`src/hdl/srl_pkg.sv`:
```
`timescale 1ns / 1ps
// ----------------------------------------------------------------------------
// srl_pkg
// Shared constants for the S-record loader: nibble store sizing, record
// scan phases and result kinds.
// ----------------------------------------------------------------------------
package srl_pkg;

  localparam int NIBBLE_DEPTH = 128;
  localparam int ADDR_W       = $clog2(NIBBLE_DEPTH);
  localparam int FILL_W       = $clog2(NIBBLE_DEPTH + 1);

  localparam logic [1:0] PH_WAIT = 2'd0;
  localparam logic [1:0] PH_TYPE = 2'd1;
  localparam logic [1:0] PH_S1   = 2'd2;
  localparam logic [1:0] PH_S9   = 2'd3;

  localparam logic [2:0] RK_WRITE = 3'd0;
  localparam logic [2:0] RK_LEN   = 3'd1;
  localparam logic [2:0] RK_SUM   = 3'd2;
  localparam logic [2:0] RK_LONG  = 3'd3;
  localparam logic [2:0] RK_DONE  = 3'd4;

  localparam logic [7:0]  SUM_OK  = 8'hFF;
  localparam logic [15:0] CNT_MAX = 16'hFFFF;

  localparam logic [7:0] CH_S_UP = 8'h53;
  localparam logic [7:0] CH_S_LO = 8'h73;
  localparam logic [7:0] CH_ONE  = 8'h31;
  localparam logic [7:0] CH_NINE = 8'h39;

endpackage

```
`src/hdl/srl_in_if.sv`:
```
`timescale 1ns / 1ps
// ----------------------------------------------------------------------------
// srl_in_if
// Character channel: one file character or an end-of-file marker per beat.
// ----------------------------------------------------------------------------
interface srl_in_if;
  logic       valid;
  logic       ready;
  logic       kind;
  logic [7:0] character;

  modport source (output valid, output kind, output character, input ready);
  modport sink (input valid, input kind, input character, output ready);
endinterface

```
`src/hdl/srl_out_if.sv`:
```
`timescale 1ns / 1ps
// ----------------------------------------------------------------------------
// srl_out_if
// Result channel: one byte write, error or done report per beat.
// ----------------------------------------------------------------------------
interface srl_out_if;
  logic        valid;
  logic        ready;
  logic [2:0]  result_kind;
  logic [15:0] write_address;
  logic [7:0]  write_data;
  logic [15:0] record_number;
  logic        last;

  modport source (output valid, output result_kind, output write_address,
                  output write_data, output record_number, output last,
                  input ready);
  modport sink (input valid, input result_kind, input write_address,
                input write_data, input record_number, input last,
                output ready);
endinterface

```
`src/hdl/s_record_loader.sv`:
```
`timescale 1ns / 1ps
// ----------------------------------------------------------------------------
// s_record_loader
// Loader for S1/S9 S-record files that turns characters into byte writes.
// ----------------------------------------------------------------------------
// Each file character is taken while the loader is idle, and its hex digit goes
// into a nibble memory with one write and one registered read port. Closing a
// record (next 'S' of an S1 record, or end of file) sweeps that memory once to
// check length and byte sum, then reads it again to emit the writes, which
// output stalls hold up. No new character is taken until a close has loaded its
// last result into the output register. An end-of-file, error or too-long
// report waits for a free output register. An error halts the loader until the
// end-of-file beat, which always returns a done result with the record count
// and restarts the loader.
// ----------------------------------------------------------------------------
module s_record_loader (
  input  logic      clk,
  input  logic      rst,
  srl_in_if.sink    chars,
  srl_out_if.source results
);

  localparam int XW = srl_pkg::FILL_W + 2;

  localparam logic [3:0] ST_IDLE  = 4'd0;
  localparam logic [3:0] ST_SUM   = 4'd1;
  localparam logic [3:0] ST_CHECK = 4'd2;
  localparam logic [3:0] ST_ERR   = 4'd3;
  localparam logic [3:0] ST_WR_A  = 4'd4;
  localparam logic [3:0] ST_WR_B  = 4'd5;
  localparam logic [3:0] ST_WR_C  = 4'd6;
  localparam logic [3:0] ST_DONE  = 4'd7;
  localparam logic [3:0] ST_LONG  = 4'd8;

  logic [3:0]                  state;
  logic [srl_pkg::FILL_W-1:0]  fill;
  logic [1:0]                  phase;
  logic [15:0]                 counter;
  logic                        halted;
  logic                        eof_close;
  logic                        store_close;
  logic [srl_pkg::FILL_W-1:0]  idx;
  logic                        rd_vld;
  logic [srl_pkg::FILL_W-1:0]  rd_j;
  logic [3:0]                  hi;
  logic [7:0]                  len;
  logic [7:0]                  sum;
  logic [15:0]                 wr_addr;
  logic [2:0]                  err_kind;

  logic                        out_valid;
  logic [2:0]                  out_kind;
  logic [15:0]                 out_addr;
  logic [7:0]                  out_data;
  logic [15:0]                 out_rec;
  logic                        out_last;
  logic                        out_load;

  logic [3:0]                  mem [srl_pkg::NIBBLE_DEPTH];
  logic [3:0]                  rdata;
  logic                        mem_we;
  logic                        mem_re;
  logic [srl_pkg::ADDR_W-1:0]  raddr;

  logic                        in_acc;
  logic                        is_s;
  logic                        hex_ok;
  logic [3:0]                  hex_val;
  logic                        in_record;
  logic                        store_full;
  logic                        slot_free;
  logic [7:0]                  rd_byte;
  logic [9:0]                  expect_len;
  logic [XW-1:0]               idx_x;
  logic [XW-1:0]               fill_x;
  logic                        more_wr;
  logic                        any_wr;

  assign chars.ready           = (state == ST_IDLE);
  assign results.valid         = out_valid;
  assign results.result_kind   = out_kind;
  assign results.write_address = out_addr;
  assign results.write_data    = out_data;
  assign results.record_number = out_rec;
  assign results.last          = out_last;

  always_comb begin
    in_acc     = chars.valid & chars.ready;
    is_s       = (chars.character == srl_pkg::CH_S_UP) ||
                 (chars.character == srl_pkg::CH_S_LO);
    hex_ok     = 1'b1;
    hex_val    = 4'd0;
    if (chars.character inside {[8'h30:8'h39]}) begin
      hex_val = chars.character[3:0];
    end else if (chars.character inside {[8'h41:8'h46]}) begin
      hex_val = 4'(chars.character - 8'd55);
    end else if (chars.character inside {[8'h61:8'h66]}) begin
      hex_val = 4'(chars.character - 8'd87);
    end else begin
      hex_ok = 1'b0;
    end
    in_record  = (phase == srl_pkg::PH_S1) || (phase == srl_pkg::PH_S9);
    store_full = (XW'(fill) >= XW'(srl_pkg::NIBBLE_DEPTH));
    mem_we     = in_acc && !chars.kind && !halted && !is_s && in_record &&
                 !store_full && hex_ok;
    slot_free  = !out_valid || results.ready;
    out_load   = slot_free && (state inside {ST_ERR, ST_WR_C, ST_DONE, ST_LONG});
    rd_byte    = {hi, rdata};
    expect_len = ({2'b00, len} + 10'd1) << 1;
    idx_x      = XW'(idx);
    fill_x     = XW'(fill);
    more_wr    = (idx_x + XW'(5)) < fill_x;
    any_wr     = XW'(9) < fill_x;
    mem_re     = 1'b0;
    raddr      = idx[srl_pkg::ADDR_W-1:0];
    case (state)
      ST_SUM: begin
        mem_re = (idx != fill);
      end
      ST_WR_A: begin
        mem_re = 1'b1;
      end
      ST_WR_B: begin
        mem_re = 1'b1;
        raddr  = srl_pkg::ADDR_W'(idx + 1'b1);
      end
      default: begin
        mem_re = 1'b0;
      end
    endcase
  end

  always_ff @(posedge clk) begin
    if (mem_we) begin
      mem[fill[srl_pkg::ADDR_W-1:0]] <= hex_val;
    end
    if (mem_re) begin
      rdata <= mem[raddr];
    end
  end

  always_ff @(posedge clk) begin
    if (rst) begin
      state     <= ST_IDLE;
      fill      <= '0;
      phase     <= srl_pkg::PH_WAIT;
      counter   <= '0;
      halted    <= 1'b0;
      out_valid <= 1'b0;
      rd_vld    <= 1'b0;
    end else begin
      if (out_load) begin
        out_valid <= 1'b1;
      end else if (results.ready) begin
        out_valid <= 1'b0;
      end
      rd_vld <= (state == ST_SUM) && mem_re;
      case (state)
        ST_IDLE: begin
          if (in_acc) begin
            if (chars.kind) begin
              if (!halted && in_record) begin
                state       <= ST_SUM;
                eof_close   <= 1'b1;
                store_close <= (phase == srl_pkg::PH_S1);
                idx         <= '0;
                sum         <= '0;
                len         <= '0;
                hi          <= '0;
                wr_addr     <= '0;
              end else begin
                state <= ST_DONE;
              end
            end else if (!halted) begin
              if (is_s) begin
                if (phase == srl_pkg::PH_S1) begin
                  state       <= ST_SUM;
                  eof_close   <= 1'b0;
                  store_close <= 1'b1;
                  idx         <= '0;
                  sum         <= '0;
                  len         <= '0;
                  hi          <= '0;
                  wr_addr     <= '0;
                end else begin
                  if (counter != srl_pkg::CNT_MAX) begin
                    counter <= counter + 16'd1;
                  end
                  fill  <= '0;
                  phase <= srl_pkg::PH_TYPE;
                end
              end else begin
                case (phase)
                  srl_pkg::PH_TYPE: begin
                    if (chars.character == srl_pkg::CH_ONE) begin
                      phase <= srl_pkg::PH_S1;
                    end else if (chars.character == srl_pkg::CH_NINE) begin
                      phase <= srl_pkg::PH_S9;
                    end else begin
                      phase <= srl_pkg::PH_WAIT;
                    end
                  end
                  srl_pkg::PH_WAIT: begin
                    phase <= srl_pkg::PH_WAIT;
                  end
                  default: begin
                    if (store_full) begin
                      state <= ST_LONG;
                    end else if (hex_ok) begin
                      fill <= fill + 1'b1;
                    end
                  end
                endcase
              end
            end
          end
        end
        ST_SUM: begin
          if (mem_re) begin
            idx <= idx + 1'b1;
          end
          rd_j <= idx;
          if (rd_vld) begin
            if (!rd_j[0]) begin
              hi <= rdata;
            end else begin
              sum <= sum + rd_byte;
              if (rd_j == srl_pkg::FILL_W'(1)) begin
                len <= rd_byte;
              end
              if (rd_j == srl_pkg::FILL_W'(3)) begin
                wr_addr[15:8] <= rd_byte;
              end
              if (rd_j == srl_pkg::FILL_W'(5)) begin
                wr_addr[7:0] <= rd_byte;
              end
            end
          end
          if (!mem_re && !rd_vld) begin
            state <= ST_CHECK;
          end
        end
        ST_CHECK: begin
          if (expect_len != 10'(fill)) begin
            err_kind <= srl_pkg::RK_LEN;
            state    <= ST_ERR;
          end else if (sum != srl_pkg::SUM_OK) begin
            err_kind <= srl_pkg::RK_SUM;
            state    <= ST_ERR;
          end else if (store_close && any_wr) begin
            idx   <= srl_pkg::FILL_W'(6);
            state <= ST_WR_A;
          end else if (eof_close) begin
            state <= ST_DONE;
          end else begin
            if (counter != srl_pkg::CNT_MAX) begin
              counter <= counter + 16'd1;
            end
            fill  <= '0;
            phase <= srl_pkg::PH_TYPE;
            state <= ST_IDLE;
          end
        end
        ST_ERR: begin
          if (slot_free) begin
            out_kind  <= err_kind;
            out_addr  <= '0;
            out_data  <= '0;
            out_rec   <= counter;
            out_last  <= !eof_close;
            halted    <= 1'b1;
            state     <= eof_close ? ST_DONE : ST_IDLE;
          end
        end
        ST_WR_A: begin
          state <= ST_WR_B;
        end
        ST_WR_B: begin
          hi    <= rdata;
          state <= ST_WR_C;
        end
        ST_WR_C: begin
          if (slot_free) begin
            out_kind  <= srl_pkg::RK_WRITE;
            out_addr  <= wr_addr;
            out_data  <= rd_byte;
            out_rec   <= counter;
            out_last  <= !eof_close && !more_wr;
            wr_addr   <= wr_addr + 16'd1;
            idx       <= idx + srl_pkg::FILL_W'(2);
            if (more_wr) begin
              state <= ST_WR_A;
            end else if (eof_close) begin
              state <= ST_DONE;
            end else begin
              if (counter != srl_pkg::CNT_MAX) begin
                counter <= counter + 16'd1;
              end
              fill  <= '0;
              phase <= srl_pkg::PH_TYPE;
              state <= ST_IDLE;
            end
          end
        end
        ST_DONE: begin
          if (slot_free) begin
            out_kind  <= srl_pkg::RK_DONE;
            out_addr  <= '0;
            out_data  <= '0;
            out_rec   <= counter;
            out_last  <= 1'b1;
            counter   <= '0;
            fill      <= '0;
            phase     <= srl_pkg::PH_WAIT;
            halted    <= 1'b0;
            state     <= ST_IDLE;
          end
        end
        ST_LONG: begin
          if (slot_free) begin
            out_kind  <= srl_pkg::RK_LONG;
            out_addr  <= '0;
            out_data  <= '0;
            out_rec   <= counter;
            out_last  <= 1'b1;
            halted    <= 1'b1;
            state     <= ST_IDLE;
          end
        end
        default: begin
          state <= ST_IDLE;
        end
      endcase
    end
  end

endmodule

```
`src/flat_wrapper.sv`:
```
// flat-port wrapper written by rule: the top's interface ports become plain ports
module s_record_loader_flat 
  (clk, rst, chars_valid, chars_kind, chars_character, chars_ready, results_valid, results_result_kind, results_write_address, results_write_data, results_record_number, results_last, results_ready);
  srl_in_if chars_i ();
  srl_out_if results_i ();
  input  logic clk;
  input  logic rst;
  input wire logic [$bits(chars_i.valid)-1:0] chars_valid;
  input wire logic [$bits(chars_i.kind)-1:0] chars_kind;
  input wire logic [$bits(chars_i.character)-1:0] chars_character;
  output wire logic [$bits(chars_i.ready)-1:0] chars_ready;
  output wire logic [$bits(results_i.valid)-1:0] results_valid;
  output wire logic [$bits(results_i.result_kind)-1:0] results_result_kind;
  output wire logic [$bits(results_i.write_address)-1:0] results_write_address;
  output wire logic [$bits(results_i.write_data)-1:0] results_write_data;
  output wire logic [$bits(results_i.record_number)-1:0] results_record_number;
  output wire logic [$bits(results_i.last)-1:0] results_last;
  input wire logic [$bits(results_i.ready)-1:0] results_ready;
  assign chars_i.valid = chars_valid;
  assign chars_i.kind = chars_kind;
  assign chars_i.character = chars_character;
  assign chars_ready = chars_i.ready;
  assign results_valid = results_i.valid;
  assign results_result_kind = results_i.result_kind;
  assign results_write_address = results_i.write_address;
  assign results_write_data = results_i.write_data;
  assign results_record_number = results_i.record_number;
  assign results_last = results_i.last;
  assign results_i.ready = results_ready;
  s_record_loader u_core (.clk(clk), .rst(rst), .chars(chars_i), .results(results_i));
endmodule
```
`config.mk`:
```
export PLATFORM = sky130hd
export DESIGN_NAME = s_record_loader_flat
export DESIGN_NICKNAME = d
export VERILOG_FILES = /design/src/hdl/srl_pkg.sv /design/src/hdl/srl_in_if.sv /design/src/hdl/srl_out_if.sv /design/src/hdl/s_record_loader.sv /design/src/flat_wrapper.sv
export SDC_FILE = /design/constraint.sdc
export NUM_CORES = 1
export LEC_CHECK = 0
export BUFFER_PORTS_ARGS = -buffer_cell sky130_fd_sc_hd__buf_2
export CAP_MARGIN = 15
export CELL_PAD_IN_SITES_DETAIL_PLACEMENT = 1
export CELL_PAD_IN_SITES_GLOBAL_PLACEMENT = 1
export CORE_AREA = 2 2 240 242
export DETAILED_ROUTE_END_ITERATION = 10
export DIE_AREA = 0 0 242 244
export PLACE_DENSITY = 0.88
export SLEW_MARGIN = 40
export SYNTH_ARGS = -nofsm -noshare
export SYNTH_HDL_FRONTEND = slang
export SYNTH_SLANG_ARGS = --single-unit
```
`constraint.sdc`:
```
create_clock -name clk -period 17.25 [get_ports clk]
set_input_delay 3.45 -clock clk [delete_from_list [all_inputs] [get_ports clk]]
set_output_delay 3.45 -clock clk [all_outputs]
set_load 0.01 [all_outputs]
```
==> impl_metrics.ini <==
[status]
status = complete, no violations

[timing]
finalSetupTns_ns = 0
fin_hold_ws_ns = 0.478
period_share_pct = 38.3
hold_viol = 0
fin_ws_ns = 10.64
grt_setup_unrepaired = no
maxSlewHeadroom_pct = 32.0
tightest_slew_ns = 1.01
setup_viol = 0
fmax_mhz = 151
skew_ns = 0.0316
min_period_ns = 6.61
finalMaxSlewViolations = 0

[power]
power_frac_seq_pct = 38.7
swShare_pct = 35.7
power_per_cell_area_nw_per_um2 = 142
vdd.ir_drop.worst_uv = 137
internal-power_mw = 3.16
p_switching_mw = 1.76
p_leak_nw = 10.4
clkPwrFrac_pct = 30.8
pwr-share-comb_pct = 30.5

[yosys]
synth_nets = 2604
yosys-top-cells-count = 616 x edfxtp_1, 276 x o22ai_1, 244 x nor2_1
netlist-cell-type-count = 84
synth_flop_cell = edfxtp_1
synth_enable_flop_cells = 616
postSynthCellCount = 2564
yosys_warnings = 0
synth_area_leader_cell = edfxtp_1
synth_area_per_cell_um2 = 12.2
synth_area_um2 = 31200
synth_seq_cells = 649
ys_seq_area_share_pct = 61.4
async_flop_share_pct = 0
yosysMostFrequentCell = edfxtp_1
synthTopCellsByArea = edfxtp_1 59%, o22ai_1 5.5%, mux2i_1 4.3%
synth_top_area_share_pct = 59.2

[place]
dp_slack_ns = 10.10
finalWeightedCongestion = 0.922
portBuffers = 58
dp_hpwl_um = 64000

[detailed_routing]
vias = 24400
drcViolationCount = 0
wl_per_cell_um = 31.2
vias_per_cell = 7.26
routed_wl_um = 105000
drtIter0Drc = 3408
postRouteAntennaNets = 0
firstDrtPassIters = 6

[worst_hold_path]
min_from = u_core.counter[2]$_SDFFE_PP0P_
hold-path-endpoint = u_core.results.record_number[2]$_DFFE_PP_
hold_path_depth = 0
min_path_type = flip-flop to flip-flop

[critical_path]
reg2reg_depth = 11
cp_max_fo = 10
critical_path_class = input pin to flip-flop
end_kind = flip-flop
r2r-end = u_core.rdata[3]$_DFFE_PP_
worst_setup_path_start_kind = input pin
cp.required_ns = 17.52
crit_arrival_ns = 6.88
r2r-start = u_core.state[2]$_SDFFE_PP0P_
r2r_slack_ns = 11.50

[layout]
fillCellCount = 5567
area_growth_pct = 10.6
drive_gt1_share_pct = 11.4
layout.nets = 2596
num_antenna_cells = 0

[cts]
cts_resized = 0
numCtsBuffers = 70
tritoncts = yes
clk_pin_slew_ns = 0.07
cts.htree.levels = 3
clk_latency_ns = 0.64
root_buffer = clkbuf_16
cts-hold-fix-buffers = 0
cts_buffer_depth = 3
numClockSinks = 649
postCtsSetupBuffers = 0

[global_routing]
grt_max_degree = 119
antenna_found_initial = 2
grt_pass1_vias = 25700
grt_use_total_pct = 35.3
grt_overflow = 0
grt_pass1_wl_um = 158000

[die]
ios = 59
die_area_um2 = 59000
std_cell_rows = 87
start_util_pct = 55.6
die_h_um = 244
die_w_um = 242
core_area_um2 = 56200

[run]
drv_cap = 0
## stage by stage
step / utilization [%] / total power [mW] / area (µm²) / cells
floorplan: - / 2.88 / 31200 / 2564
CTS: 61.3 / 4.86 / 34400 / 3363
global route: 61.5 / 5.06 / 34500 / 3366
finish: 61.5 / 4.92 / 34500 / 3366
global placement: 57.0 / 3.25 / 32000 / 3234
detailed placement: 57.3 / 3.35 / 32200 / 3237
## state kept, by name, summed over array words and instances (netlist names), 16 cells and up
register / flops
u_core.mem: 512
u_core.counter: 16
u_core.results.record_number: 16
u_core.results.write_address: 16
u_core.wr_addr: 16
## cell type report
cell class	count	area [µm²]	share of cell area (%)
inverter	37	139	0.402
sequential	649	19200	55.5
clock inverter	46	464	1.34
timing repair buffer	102	713	2.07
tap	756	946	2.74
clock buffer	80	1810	5.24
multi-input combinational	1696	11300	32.7
## power by group through the flow
stage,combinational [mW],sequential [mW],clock (mW)
final,1.50,1.91,1.51
after global routing,1.57,1.91,1.57
after CTS,1.44,1.91,1.52
after detailed placement,1.41,1.94,0
after global placement,1.32,1.93,0
after floorplan,0.990,1.90,0
## critical path, stage by stage
cell and delay, ns:
buf_2 0.17, inv_1 0.09, ha_1 0.21, nor3b_1 0.14, a41oi_1 0.33, a21oi_1 0.25
or4_1 0.66, nor2_2 0.27, nand2_1 0.49, buf_4 0.42, nor2_1 0.38
## kinds of logic after synthesis
logic type                 share of synthesized area [%]
adders and majority gates                           1.11
and+or+nand+nor                                     12.2
DFF                                                 61.4
buffers and inverters                               3.24
AOI/OAI and AO/OA                                   14.3
muxes                                               6.45
xor gates and xnor gates                            1.35
## per-layer routing
metal / wire length (µm) / GRT usage, %
met1: 36400 / 41.5
met2: 51100 / 59.2
met3: 10600 / 8.19
met4: 6790 / 21.4
met5: 13 / 0
## worst max path at each step
stage                       start                      endpoint
2_1_floorplan  chars_character[0]    u_core.mem[0][2]$_DFFE_PP_
3_3_place_gp   chars_character[0]   u_core.mem[78][0]$_DFFE_PP_
3_5_place_dp   chars_character[0]  u_core.mem[124][0]$_DFFE_PP_
4_1_cts        chars_character[0]   u_core.mem[28][0]$_DFFE_PP_
5_1_grt        chars_character[0]   u_core.mem[28][0]$_DFFE_PP_
6_report       chars_character[0]   u_core.mem[28][2]$_DFFE_PP_
## layout by cell type (no fill, tap or decap), types with 18 or more instances in the layout
master     count
xnor2_1       26
o31ai_1       19
ha_1          25
or3_1         36
clkbuf_16     71
inv_1         37
mux2i_1      135
buf_4         34
a21oi_1       79
nor4_1        18
nor3_1        86
and2_1        37
nor2b_1       38
mux4_2        20
buf_2         58
nand2_1      132
o22ai_1      275
nand3_1       83
edfxtp_1     616
mux2_2        19
nor2_1       239
o21ai_0       78
a211oi_1      41
dfxtp_1       33
o221ai_1      28
xor2_1        20
No activity file was read; power rests on OpenSTA's default activity.
